## config.mk

```make
export PLATFORM = sky130hd
export DESIGN_NAME = sha256_stream_hasher_unit_flat
export DESIGN_NICKNAME = d
export VERILOG_FILES = /design/src/hw/rtl/sha256_pkg.sv /design/src/hw/rtl/sha256_stream_if.sv /design/src/hw/rtl/sha256_round.sv /design/src/hw/rtl/sha256_ctrl.sv /design/src/hw/rtl/sha256_stream_hasher_unit.sv /design/src/flat_wrapper.sv
export VERILOG_INCLUDE_DIRS = /design/src /design/src/hw/rtl
export SDC_FILE = /design/constraint.sdc
export NUM_CORES = 2
export LEC_CHECK = 0
export BUFFER_PORTS_ARGS = -buffer_cell sky130_fd_sc_hd__buf_2
export CAP_MARGIN = 20
export CELL_PAD_IN_SITES_DETAIL_PLACEMENT = 2
export CELL_PAD_IN_SITES_GLOBAL_PLACEMENT = 2
export CORE_MARGIN = 4
export CORE_UTILIZATION = 43
export CTS_BUF_LIST = sky130_fd_sc_hd__clkbuf_8 sky130_fd_sc_hd__clkbuf_16
export DETAILED_ROUTE_END_ITERATION = 6
export GPL_TIMING_DRIVEN = 0
export PLACE_DENSITY_LB_ADDON = 0.1
export RECOVER_POWER = 100
export SLEW_MARGIN = 20
export SYNTH_ARGS = -nofsm -noshare
export SYNTH_HDL_FRONTEND = slang
export SYNTH_SLANG_ARGS = --single-unit
```

## constraint.sdc

```tcl
create_clock -name clk -period 36 [get_ports clk]
set_input_delay 0 -clock clk [delete_from_list [all_inputs] [get_ports clk]]
set_output_delay 0 -clock clk [all_outputs]
set_load 0.01 [all_outputs]
```

## src/hw/rtl/sha256_stream_hasher_unit_assert.svh

```systemverilog
// Assertion macros used by the SHA-256 sequencer (sha256_ctrl).
// The macros expect signals named clk and rst in the scope where they are used.
`ifndef SHA256_STREAM_HASHER_UNIT_ASSERT_SVH
`define SHA256_STREAM_HASHER_UNIT_ASSERT_SVH
`ifndef SYNTHESIS
`define SHA_ASSERT_IMP(label, ante, cons, msg) \
  label: assert property (@(posedge clk) disable iff (rst) (ante) |-> (cons)) \
    else $error(msg);
`define SHA_ASSERT_NEXT(label, ante, cons, msg) \
  label: assert property (@(posedge clk) disable iff (rst) (ante) |=> (cons)) \
    else $error(msg);
`else
`define SHA_ASSERT_IMP(label, ante, cons, msg)
`define SHA_ASSERT_NEXT(label, ante, cons, msg)
`endif
`endif

```

## src/hw/rtl/sha256_pkg.sv

```systemverilog
// Shared types, constants and round functions of the SHA-256 hasher.
// Depends on nothing. Imported by sha256_round, sha256_ctrl and sha256_stream_hasher_unit.
package sha256_pkg;

  localparam logic [7:0] PAD_BYTE  = 8'h80;
  localparam logic [5:0] PAD_LIMIT = 6'd56;
  localparam logic [5:0] LAST_POS  = 6'd63;
  localparam logic [5:0] LAST_RND  = 6'd63;
  localparam logic [2:0] LAST_IDX  = 3'd7;

  localparam logic [31:0] ROUND_K [64] = '{
    32'h428a2f98, 32'h71374491, 32'hb5c0fbcf, 32'he9b5dba5,
    32'h3956c25b, 32'h59f111f1, 32'h923f82a4, 32'hab1c5ed5,
    32'hd807aa98, 32'h12835b01, 32'h243185be, 32'h550c7dc3,
    32'h72be5d74, 32'h80deb1fe, 32'h9bdc06a7, 32'hc19bf174,
    32'he49b69c1, 32'hefbe4786, 32'h0fc19dc6, 32'h240ca1cc,
    32'h2de92c6f, 32'h4a7484aa, 32'h5cb0a9dc, 32'h76f988da,
    32'h983e5152, 32'ha831c66d, 32'hb00327c8, 32'hbf597fc7,
    32'hc6e00bf3, 32'hd5a79147, 32'h06ca6351, 32'h14292967,
    32'h27b70a85, 32'h2e1b2138, 32'h4d2c6dfc, 32'h53380d13,
    32'h650a7354, 32'h766a0abb, 32'h81c2c92e, 32'h92722c85,
    32'ha2bfe8a1, 32'ha81a664b, 32'hc24b8b70, 32'hc76c51a3,
    32'hd192e819, 32'hd6990624, 32'hf40e3585, 32'h106aa070,
    32'h19a4c116, 32'h1e376c08, 32'h2748774c, 32'h34b0bcb5,
    32'h391c0cb3, 32'h4ed8aa4a, 32'h5b9cca4f, 32'h682e6ff3,
    32'h748f82ee, 32'h78a5636f, 32'h84c87814, 32'h8cc70208,
    32'h90befffa, 32'ha4506ceb, 32'hbef9a3f7, 32'hc67178f2
  };

  localparam logic [31:0] INIT_HASH [8] = '{
    32'h6a09e667, 32'hbb67ae85, 32'h3c6ef372, 32'ha54ff53a,
    32'h510e527f, 32'h9b05688c, 32'h1f83d9ab, 32'h5be0cd19
  };

  typedef enum logic [2:0] {
    ST_IDLE,
    ST_PAD,
    ST_LEN,
    ST_LOAD,
    ST_ROUND,
    ST_ADD,
    ST_EMIT
  } state_t;

  // What the block being compressed is: a full data block, the first of two
  // padding blocks, or the block that carries the length.
  typedef enum logic [1:0] {
    PH_DATA,
    PH_PAD,
    PH_FINAL
  } phase_t;

  typedef struct packed {
    logic        byte_we;
    logic [5:0]  byte_pos;
    logic [7:0]  byte_val;
    logic        len_we;
    logic [63:0] len_bits;
    logic        load_vars;
    logic        round_en;
    logic [5:0]  round_idx;
    logic        add_chain;
    logic        clear_block;
    logic        reset_chain;
    logic [2:0]  rd_idx;
  } ctl_t;

  function automatic logic [31:0] big_s0(input logic [31:0] x);
    return {x[1:0], x[31:2]} ^ {x[12:0], x[31:13]} ^ {x[21:0], x[31:22]};
  endfunction

  function automatic logic [31:0] big_s1(input logic [31:0] x);
    return {x[5:0], x[31:6]} ^ {x[10:0], x[31:11]} ^ {x[24:0], x[31:25]};
  endfunction

  function automatic logic [31:0] small_s0(input logic [31:0] x);
    return {x[6:0], x[31:7]} ^ {x[17:0], x[31:18]} ^ {3'b000, x[31:3]};
  endfunction

  function automatic logic [31:0] small_s1(input logic [31:0] x);
    return {x[16:0], x[31:17]} ^ {x[18:0], x[31:19]} ^ {10'd0, x[31:10]};
  endfunction

endpackage

```

## src/hw/rtl/sha256_stream_if.sv

```systemverilog
// Handshake channels of the SHA-256 hasher: message bytes in, digest words out.
// Depends on nothing.
interface sha256_in_if;
  logic       valid;
  logic       ready;
  logic [7:0] data_byte;
  logic       has_byte;
  logic       is_last;

  modport source (output valid, output data_byte, output has_byte, output is_last,
                  input ready);
  modport sink (input valid, input data_byte, input has_byte, input is_last,
                output ready);
endinterface

interface sha256_out_if;
  logic        valid;
  logic        ready;
  logic [31:0] digest_word;
  logic [2:0]  word_index;
  logic        last_word;

  modport source (output valid, output digest_word, output word_index,
                  output last_word, input ready);
  modport sink (input valid, input digest_word, input word_index, input last_word,
                output ready);
endinterface

```

## src/hw/rtl/sha256_round.sv

```systemverilog
// SHA-256 datapath: block buffer with rolling schedule, working variables,
// chaining value and the one-round-per-cycle compression unit. Uses sha256_pkg.
module sha256_round
  import sha256_pkg::*;
(
  input  logic        clk,
  input  logic        rst,
  input  ctl_t        ctl,
  output logic [31:0] digest_word
);

  logic [31:0] chain [8];
  logic [31:0] words [16];
  logic [31:0] vars [8];
  logic [31:0] t1;
  logic [31:0] t2;
  logic [31:0] ch;
  logic [31:0] maj;
  logic [31:0] w_new;
  logic [4:0]  lane_base;

  assign digest_word = chain[ctl.rd_idx];

  assign ch  = (vars[4] & vars[5]) ^ (~vars[4] & vars[6]);
  assign maj = (vars[0] & vars[1]) ^ (vars[0] & vars[2]) ^ (vars[1] & vars[2]);
  assign t1  = vars[7] + big_s1(vars[4]) + ch + ROUND_K[ctl.round_idx] + words[0];
  assign t2  = big_s0(vars[0]) + maj;

  // The window always holds W[t..t+15]; the word entering at the top is
  // W[t+16], which is harmless to compute during the first 16 rounds too.
  assign w_new = small_s1(words[14]) + words[9] + small_s0(words[1]) + words[0];

  // Bytes are packed big-endian, so byte 0 of a word sits in bits 31:24.
  assign lane_base = {~ctl.byte_pos[1:0], 3'b000};

  always_ff @(posedge clk) begin
    if (rst) begin
      for (int k = 0; k < 8; k++) chain[k] <= INIT_HASH[k];
    end else if (ctl.reset_chain) begin
      for (int k = 0; k < 8; k++) chain[k] <= INIT_HASH[k];
    end else if (ctl.add_chain) begin
      for (int k = 0; k < 8; k++) chain[k] <= chain[k] + vars[k];
    end
  end

  always_ff @(posedge clk) begin
    if (rst || ctl.clear_block) begin
      for (int k = 0; k < 16; k++) words[k] <= 32'd0;
    end else begin
      if (ctl.round_en) begin
        for (int k = 0; k < 15; k++) words[k] <= words[k + 1];
        words[15] <= w_new;
      end
      if (ctl.byte_we) begin
        words[ctl.byte_pos[5:2]][lane_base +: 8] <= ctl.byte_val;
      end
      if (ctl.len_we) begin
        words[14] <= ctl.len_bits[63:32];
        words[15] <= ctl.len_bits[31:0];
      end
    end
  end

  always_ff @(posedge clk) begin
    if (ctl.load_vars) begin
      for (int k = 0; k < 8; k++) vars[k] <= chain[k];
    end else if (ctl.round_en) begin
      vars[7] <= vars[6];
      vars[6] <= vars[5];
      vars[5] <= vars[4];
      vars[4] <= vars[3] + t1;
      vars[3] <= vars[2];
      vars[2] <= vars[1];
      vars[1] <= vars[0];
      vars[0] <= t1 + t2;
    end
  end

endmodule

```

## src/hw/rtl/sha256_ctrl.sv

```systemverilog
// SHA-256 sequencer: byte position and message length, padding steps, round
// counter and digest readout. Uses sha256_pkg and the assertion macro header.
`include "sha256_stream_hasher_unit_assert.svh"
module sha256_ctrl
  import sha256_pkg::*;
(
  input  logic       clk,
  input  logic       rst,
  input  logic       in_fire,
  input  logic [7:0] data_byte,
  input  logic       has_byte,
  input  logic       is_last,
  input  logic       out_free,
  output logic       in_ready,
  output logic       emit_load,
  output ctl_t       ctl
);

  state_t      state;
  state_t      state_next;
  phase_t      phase;
  logic        last_pend;
  logic [5:0]  rnd;
  logic [60:0] count;
  logic [2:0]  emit_idx;
  logic        pos_high;

  assign pos_high = count[5:0] >= PAD_LIMIT;

  always_ff @(posedge clk) begin
    if (rst) begin
      state     <= ST_IDLE;
      phase     <= PH_DATA;
      last_pend <= 1'b0;
      rnd       <= 6'd0;
      count     <= 61'd0;
      emit_idx  <= 3'd0;
    end else begin
      state <= state_next;
      if (state == ST_ROUND) begin
        rnd <= rnd + 6'd1;
      end
      if (in_fire) begin
        phase     <= PH_DATA;
        last_pend <= is_last;
        if (has_byte) begin
          count <= count + 61'd1;
        end
      end
      if (state == ST_PAD) begin
        phase <= pos_high ? PH_PAD : PH_FINAL;
      end
      if (state == ST_LEN) begin
        phase <= PH_FINAL;
      end
      if (emit_load) begin
        emit_idx <= emit_idx + 3'd1;
        if (emit_idx == LAST_IDX) begin
          count <= 61'd0;
        end
      end
    end
  end

  always_comb begin
    state_next = state;
    case (state)
      ST_IDLE: begin
        if (in_fire) begin
          if (has_byte && count[5:0] == LAST_POS) begin
            state_next = ST_LOAD;
          end else if (is_last) begin
            state_next = ST_PAD;
          end
        end
      end
      ST_PAD:   state_next = ST_LOAD;
      ST_LEN:   state_next = ST_LOAD;
      ST_LOAD:  state_next = ST_ROUND;
      ST_ROUND: begin
        if (rnd == LAST_RND) begin
          state_next = ST_ADD;
        end
      end
      ST_ADD: begin
        case (phase)
          PH_DATA:  state_next = last_pend ? ST_PAD : ST_IDLE;
          PH_PAD:   state_next = ST_LEN;
          PH_FINAL: state_next = ST_EMIT;
          default:  state_next = ST_IDLE;
        endcase
      end
      ST_EMIT: begin
        if (out_free && emit_idx == LAST_IDX) begin
          state_next = ST_IDLE;
        end
      end
      default: state_next = ST_IDLE;
    endcase
  end

  always_comb begin
    in_ready        = 1'b0;
    emit_load       = 1'b0;
    ctl             = '0;
    ctl.byte_pos    = count[5:0];
    ctl.byte_val    = data_byte;
    ctl.len_bits    = {count, 3'b000};
    ctl.round_idx   = rnd;
    ctl.rd_idx      = emit_idx;
    case (state)
      ST_IDLE: begin
        in_ready    = 1'b1;
        ctl.byte_we = in_fire && has_byte;
      end
      ST_PAD: begin
        // The 0x80 marker always goes in; the length fits only if the
        // marker left at least eight bytes free.
        ctl.byte_we  = 1'b1;
        ctl.byte_val = PAD_BYTE;
        ctl.len_we   = !pos_high;
      end
      ST_LEN:   ctl.len_we = 1'b1;
      ST_LOAD:  ctl.load_vars = 1'b1;
      ST_ROUND: ctl.round_en = 1'b1;
      ST_ADD: begin
        ctl.add_chain   = 1'b1;
        ctl.clear_block = 1'b1;
      end
      ST_EMIT: begin
        emit_load       = out_free;
        ctl.reset_chain = out_free && emit_idx == LAST_IDX;
      end
      default: begin
        in_ready = 1'b0;
      end
    endcase
  end

  `SHA_ASSERT_IMP(a_rnd_idle, state != ST_ROUND, rnd == 6'd0, "round counter moved outside compression")
  `SHA_ASSERT_NEXT(a_round_end, state == ST_ROUND && rnd == LAST_RND, state == ST_ADD, "compression did not end after 64 rounds")
  `SHA_ASSERT_NEXT(a_final_emit, state == ST_ADD && phase == PH_FINAL, state == ST_EMIT, "final block not followed by digest readout")
  `SHA_ASSERT_NEXT(a_emit_done, emit_load && emit_idx == LAST_IDX, state == ST_IDLE && count == 61'd0, "message state not cleared after digest")

endmodule

```

## src/hw/rtl/sha256_stream_hasher_unit.sv

```systemverilog
// SHA-256 stream hasher: takes at most one message byte per item, emits eight digest words.
// A byte item that does not fill a block is only stored; a block-filling byte also starts
// compression (load, the rounds on the single round unit, chain add). A closing item adds a
// padding step and compression, plus a length step and a second compression when a second
// padding block is needed, then the digest words. Items wait while compression or output runs.
// Reset (synchronous, rst high): chaining value to the initial hash, block and length cleared.
module sha256_stream_hasher_unit
  import sha256_pkg::*;
(
  input  logic         clk,
  input  logic         rst,
  sha256_in_if.sink    data_in,
  sha256_out_if.source digest_out
);

  logic        in_ready;
  logic        in_fire;
  logic        out_free;
  logic        emit_load;
  ctl_t        ctl;
  logic [31:0] sel_word;
  logic        out_valid;
  logic [31:0] out_word;
  logic [2:0]  out_index;
  logic        out_last;

  assign data_in.ready = in_ready;
  assign in_fire       = data_in.valid && in_ready;
  assign out_free      = !out_valid || digest_out.ready;

  sha256_ctrl u_ctrl (
    .clk       (clk),
    .rst       (rst),
    .in_fire   (in_fire),
    .data_byte (data_in.data_byte),
    .has_byte  (data_in.has_byte),
    .is_last   (data_in.is_last),
    .out_free  (out_free),
    .in_ready  (in_ready),
    .emit_load (emit_load),
    .ctl       (ctl)
  );

  sha256_round u_round (
    .clk         (clk),
    .rst         (rst),
    .ctl         (ctl),
    .digest_word (sel_word)
  );

  always_ff @(posedge clk) begin
    if (rst) begin
      out_valid <= 1'b0;
    end else if (emit_load) begin
      out_valid <= 1'b1;
    end else if (digest_out.ready) begin
      out_valid <= 1'b0;
    end
  end

  always_ff @(posedge clk) begin
    if (emit_load) begin
      out_word  <= sel_word;
      out_index <= ctl.rd_idx;
      out_last  <= ctl.rd_idx == LAST_IDX;
    end
  end

  assign digest_out.valid       = out_valid;
  assign digest_out.digest_word = out_word;
  assign digest_out.word_index  = out_index;
  assign digest_out.last_word   = out_last;

endmodule
```

## src/flat_wrapper.sv

```systemverilog
// flat-port wrapper written by rule: the top's interface ports become plain ports
module sha256_stream_hasher_unit_flat import sha256_pkg::*;
  (clk, rst, data_in_valid, data_in_data_byte, data_in_has_byte, data_in_is_last, data_in_ready, digest_out_valid, digest_out_digest_word, digest_out_word_index, digest_out_last_word, digest_out_ready);
  sha256_in_if data_in_i ();
  sha256_out_if digest_out_i ();
  input  logic clk;
  input  logic rst;
  input wire logic [$bits(data_in_i.valid)-1:0] data_in_valid;
  input wire logic [$bits(data_in_i.data_byte)-1:0] data_in_data_byte;
  input wire logic [$bits(data_in_i.has_byte)-1:0] data_in_has_byte;
  input wire logic [$bits(data_in_i.is_last)-1:0] data_in_is_last;
  output wire logic [$bits(data_in_i.ready)-1:0] data_in_ready;
  output wire logic [$bits(digest_out_i.valid)-1:0] digest_out_valid;
  output wire logic [$bits(digest_out_i.digest_word)-1:0] digest_out_digest_word;
  output wire logic [$bits(digest_out_i.word_index)-1:0] digest_out_word_index;
  output wire logic [$bits(digest_out_i.last_word)-1:0] digest_out_last_word;
  input wire logic [$bits(digest_out_i.ready)-1:0] digest_out_ready;
  assign data_in_i.valid = data_in_valid;
  assign data_in_i.data_byte = data_in_data_byte;
  assign data_in_i.has_byte = data_in_has_byte;
  assign data_in_i.is_last = data_in_is_last;
  assign data_in_ready = data_in_i.ready;
  assign digest_out_valid = digest_out_i.valid;
  assign digest_out_digest_word = digest_out_i.digest_word;
  assign digest_out_word_index = digest_out_i.word_index;
  assign digest_out_last_word = digest_out_i.last_word;
  assign digest_out_i.ready = digest_out_ready;
  sha256_stream_hasher_unit u_core (.clk(clk), .rst(rst), .data_in(data_in_i), .digest_out(digest_out_i));
endmodule
```

==> results by group <==
Run status
  • Status: complete, but fails checks
  • Failing checks: capacitance limit, slew limit

Setup path
  • Reg2reg end: u_core.u_round.vars[0][31]
  • CP Launch Type: flip-flop
  • Crit path DAT: 12.95 ns
  • CP Data Required Time: 36.53 ns
  • Max FO, Critical Path: 12
  • Worst path slowest cell: clkbuf_1
  • CP Class: flip-flop to flip-flop
  • R2R depth: 37
  • Worst Setup End Kind: flip-flop
  • Reg2Reg Launch Point: u_core.u_ctrl.rnd[1]
  • Max incr delay on CP: 0.80 ns
  • Crit-path most repeated cell: inv_1
  • R2R Setup Slk: 23.58 ns

Clocking
  • H-tree Lvls: 4
  • TritonCTS clock tree: done
  • Post_cts resized: 0
  • Clock Tree Buf Depth: 3
  • CTS Sinks: 1,137
  • Cts bufs inserted: 138
  • Clk slew on worst S/H paths: ~0.060 ns
  • Root Driver: clkbuf_16
  • Worst-Skew Late Latency: 0.84 ns

Floorplan
  • DIE WIDTH: around 430 µm
  • Starting Density: 0.434
  • I/O Pins: 52
  • Die height: 427 µm
  • Core ar.: 0.174 mm²
  • Die area: around 0.18 mm²
  • FP Rows: ~150

Yosys
  • Synth Cell Area: ~0.076 mm²
  • Cells after synthesis: 7,779
  • Synth top cells by count: nand2_1, edfxtp_1, o21ai_0
  • Top cell type's share of synthesized area: 0.408
  • Leading area contributor after synthesis: edfxtp_1
  • Synth Register Bits: roughly 1,100
  • Mux cell area share after synthesis: 0.0359
  • Compound-Gate Fraction of Synth Area: 0.148
  • Net count after synthesis: about 8,400
  • Post-synth EDFFs: 1,028
  • Ys async rst share: 0
  • Largest family of logic cells by synthesized area: simple AND/OR/NAND/NOR gates
  • Synth Warn #: 0
  • Syn Area/Cell: slightly below 10 µm²
  • Top_reg_cell synth: edfxtp_1
  • XOR/XNOR share of the synthesized area: 0.0717
  • Synth unique cells: around 90
  • Largest cells by area after synthesis: edfxtp_1, nand2_1, ha_1, o21ai_0, fa_1
  • Sequential area share after synthesis: 0.437
  • Post-synthesis simple-gate area fraction: 0.152
  • Most numerous cell in the Yosys netlist: nand2_1
  • Synthesized-area fraction occupied by adder cells: 0.119

STA
  • RSZ-0062 raised after global routing: no
  • Final Hold Vio Count: 0
  • Tcrit/Tclk final: 0.345
  • Max_slew headroom: -0.900
  • Clk_skew: 0.0303 ns
  • Total negative slack: 0 ns
  • Endpoints failing setup: 0
  • Worst-margin pin slew: 2.85 ns
  • Slew Limit Fails: roughly 320
  • Achievable clock frequency: 80.5 MHz
  • Min cycle time layout: 12.42 ns

Routing
  • Uppermost routed layer: met5
  • Detailed Route WL: 363 mm
  • # DRC: 0
  • DRT met1 WL: 131 mm
  • Met2 WL post-DR: 173 mm
  • Routed length per instance: 34.7 µm
  • First drt pass iteration count: 5
  • Post-route antenna net violation count: 0
  • DR WL met3: 21.9 mm
  • Starting DRT DRC Count: around 5,700
  • Vias per cell: 6.30
  • Via count: ~66,000

GRT
  • Global-route wire length before repair: 512 mm
  • Vias in the first global route: 71,100
  • Initial antenna violation count: 18
  • Gr usage total: 0.390
  • Largest net degree at the start of global routing: 41
  • GRT overflow: 0

Job
  • Max Cap Viol: 12

Pwr
  • P per Cell Area: 76.5 mW/mm²
  • Static Leak: 0.0315 µW
  • Max VDD drop: about 0.06 mV

Place
  • Placer Congestion: 1.00
  • Hpwl dp: 286 mm
  • IO buf count: 51

Hold path
  • Critical hold path startpoint: data_in_valid
  • Worst min-delay path class: input port to flip-flop
  • Worst Hold Endpoint: u_core.u_ctrl.phase[1]
  • Hold Crit Depth: 5

Cells and area
  • Layout cells sized above 1: 0.0473
  • Fin nets: 8,636
  • Area delta synth->final: 10.5%
  • Fin util: 0.479
==> power by group <==
| part | switching [µW] | total [µW] | internal (µW) |
|---|---|---|---|
| registers | 90.1 | 1640 | 1550 |
| logic | 2150 | 3340 | 1190 |
| clock network | 632 | 1410 | 777 |
==> cells by family (layout without fill, tap and decap cells) <==
group | after synthesis | after routing
AO/OA/AOI/OAI | 1857 | 1857
XOR/XNOR | 619 | 619
adder cells (fa/ha/maj) | 602 | 602
buffers and inverters | 736 | 1092
flip-flops | 1137 | 1137
multiplexers | 177 | 177
other | 0 | 16
AND/OR/NAND/NOR | 2651 | 2651
==> metrics by stage <==
step	total power (µW)	instance area (µm²)	cells	hold WS, ns	worst slack, ns
detailed placement	4930	79700	10200	0.280	24.24
floorplan	3770	75600	7779	0.147	16.13
CTS	6370	84300	10500	0.0708	24.16
global route	6680	83500	10500	0.150	22.92
finish	6390	83600	10500	0.114	23.58
global placement	4820	78800	10200	0.272	3.32
==> state kept, by name, indices dropped and copies added, names as in the netlist <==
signal	cells
u_core.digest_out.digest_word	32
u_core.digest_out.last_word	1
u_core.digest_out.valid	1
u_core.digest_out.word_index	3
u_core.u_ctrl.count	61
u_core.u_ctrl.emit_idx	3
u_core.u_ctrl.last_pend	1
u_core.u_ctrl.phase	2
u_core.u_ctrl.rnd	6
u_core.u_ctrl.state	3
u_core.u_round.chain	256
u_core.u_round.vars	256
u_core.u_round.words	512
==> layout make-up <==
class                   count  area, µm²
plain buffers             409       1550
clock buffers             152       3690
well taps                2325       2910
flip-flops and latches   1137      33100
multi-input cells        5906      39800
clock inverters            99        703
inverters                 327       1230
fillers                 18400      90800
diodes                     16       40.0
repair buffers            105        587
==> what timing repair did <==
action,4_1_cts,5_1_grt
endpoints found under the setup margin,0,0
buffers inserted,0,0
hold buffers,18,0
endpoints found under the hold margin,100,0
==> critical path: cells and delay by family, from the launching register on <==
family,cells,cell delay [ns]
AND/OR/NAND/NOR,5,1.07
adder cells (fa/ha/maj),8,3.41
XOR/XNOR,2,0.46
buffers and inverters,9,2.66
AO/OA/AOI/OAI,13,3.87
flip-flops,1,0.64
==> per-layer routing <==
metal,track usage,vias up
li1,-,28100
met1,0.436,34100
met2,0.661,2605
met3,0.0619,1153
met4,0.313,4
met5,0,-
==> cells in the final DEF, fill, tap and decap left out, types with 16 or more instances in the layout <==
cell,synthesis,final
a211oi_1,55,55
a21o_1,209,209
a21oi_1,354,354
a221oi_1,15,16
a31oi_1,51,51
and2_1,22,17
and3_1,45,45
buf_1,35,25
clkbuf_1,370,436
clkbuf_16,0,142
clkinv_1,2,24
clkinv_2,0,17
dfxtp_1,109,109
diode_2,0,16
dlygate4sd3_1,0,18
edfxtp_1,1028,1028
fa_1,195,195
ha_1,403,403
inv_1,325,362
mux2_1,0,20
mux2_2,53,33
mux2i_1,54,54
mux4_2,70,70
nand2_1,1485,1485
nand2b_1,75,75
nand3_1,259,259
nand4_1,40,40
nor2_1,432,432
nor2b_1,65,65
nor3_1,98,95
o211ai_1,33,33
o21a_1,55,55
o21ai_0,795,796
o21bai_1,46,45
o22ai_1,29,29
o31ai_1,57,58
or2_2,25,25
or3_1,51,51
xnor2_1,402,402
xor2_1,217,217
==> worst max-delay path by stage <==
stage | start | end | slack [ns] | cells past startpoint
global route | u_core.u_ctrl.rnd[0] | u_core.u_round.vars[0][31] | 22.92 | 36
CTS | u_core.u_ctrl.rnd[1] | u_core.u_round.vars[0][31] | 24.16 | 34
global placement | u_core.u_ctrl.state[1] | u_core.u_round.vars[0][201] | 3.32 | 4
floorplan | u_core.u_ctrl.state[1] | u_core.u_round.vars[0][0] | 16.13 | 4
finish | u_core.u_ctrl.rnd[1] | u_core.u_round.vars[0][31] | 23.58 | 37
detailed placement | u_core.u_ctrl.rnd[1] | u_core.u_round.vars[0][31] | 24.24 | 34
Power figures use the tool's default switching activity.
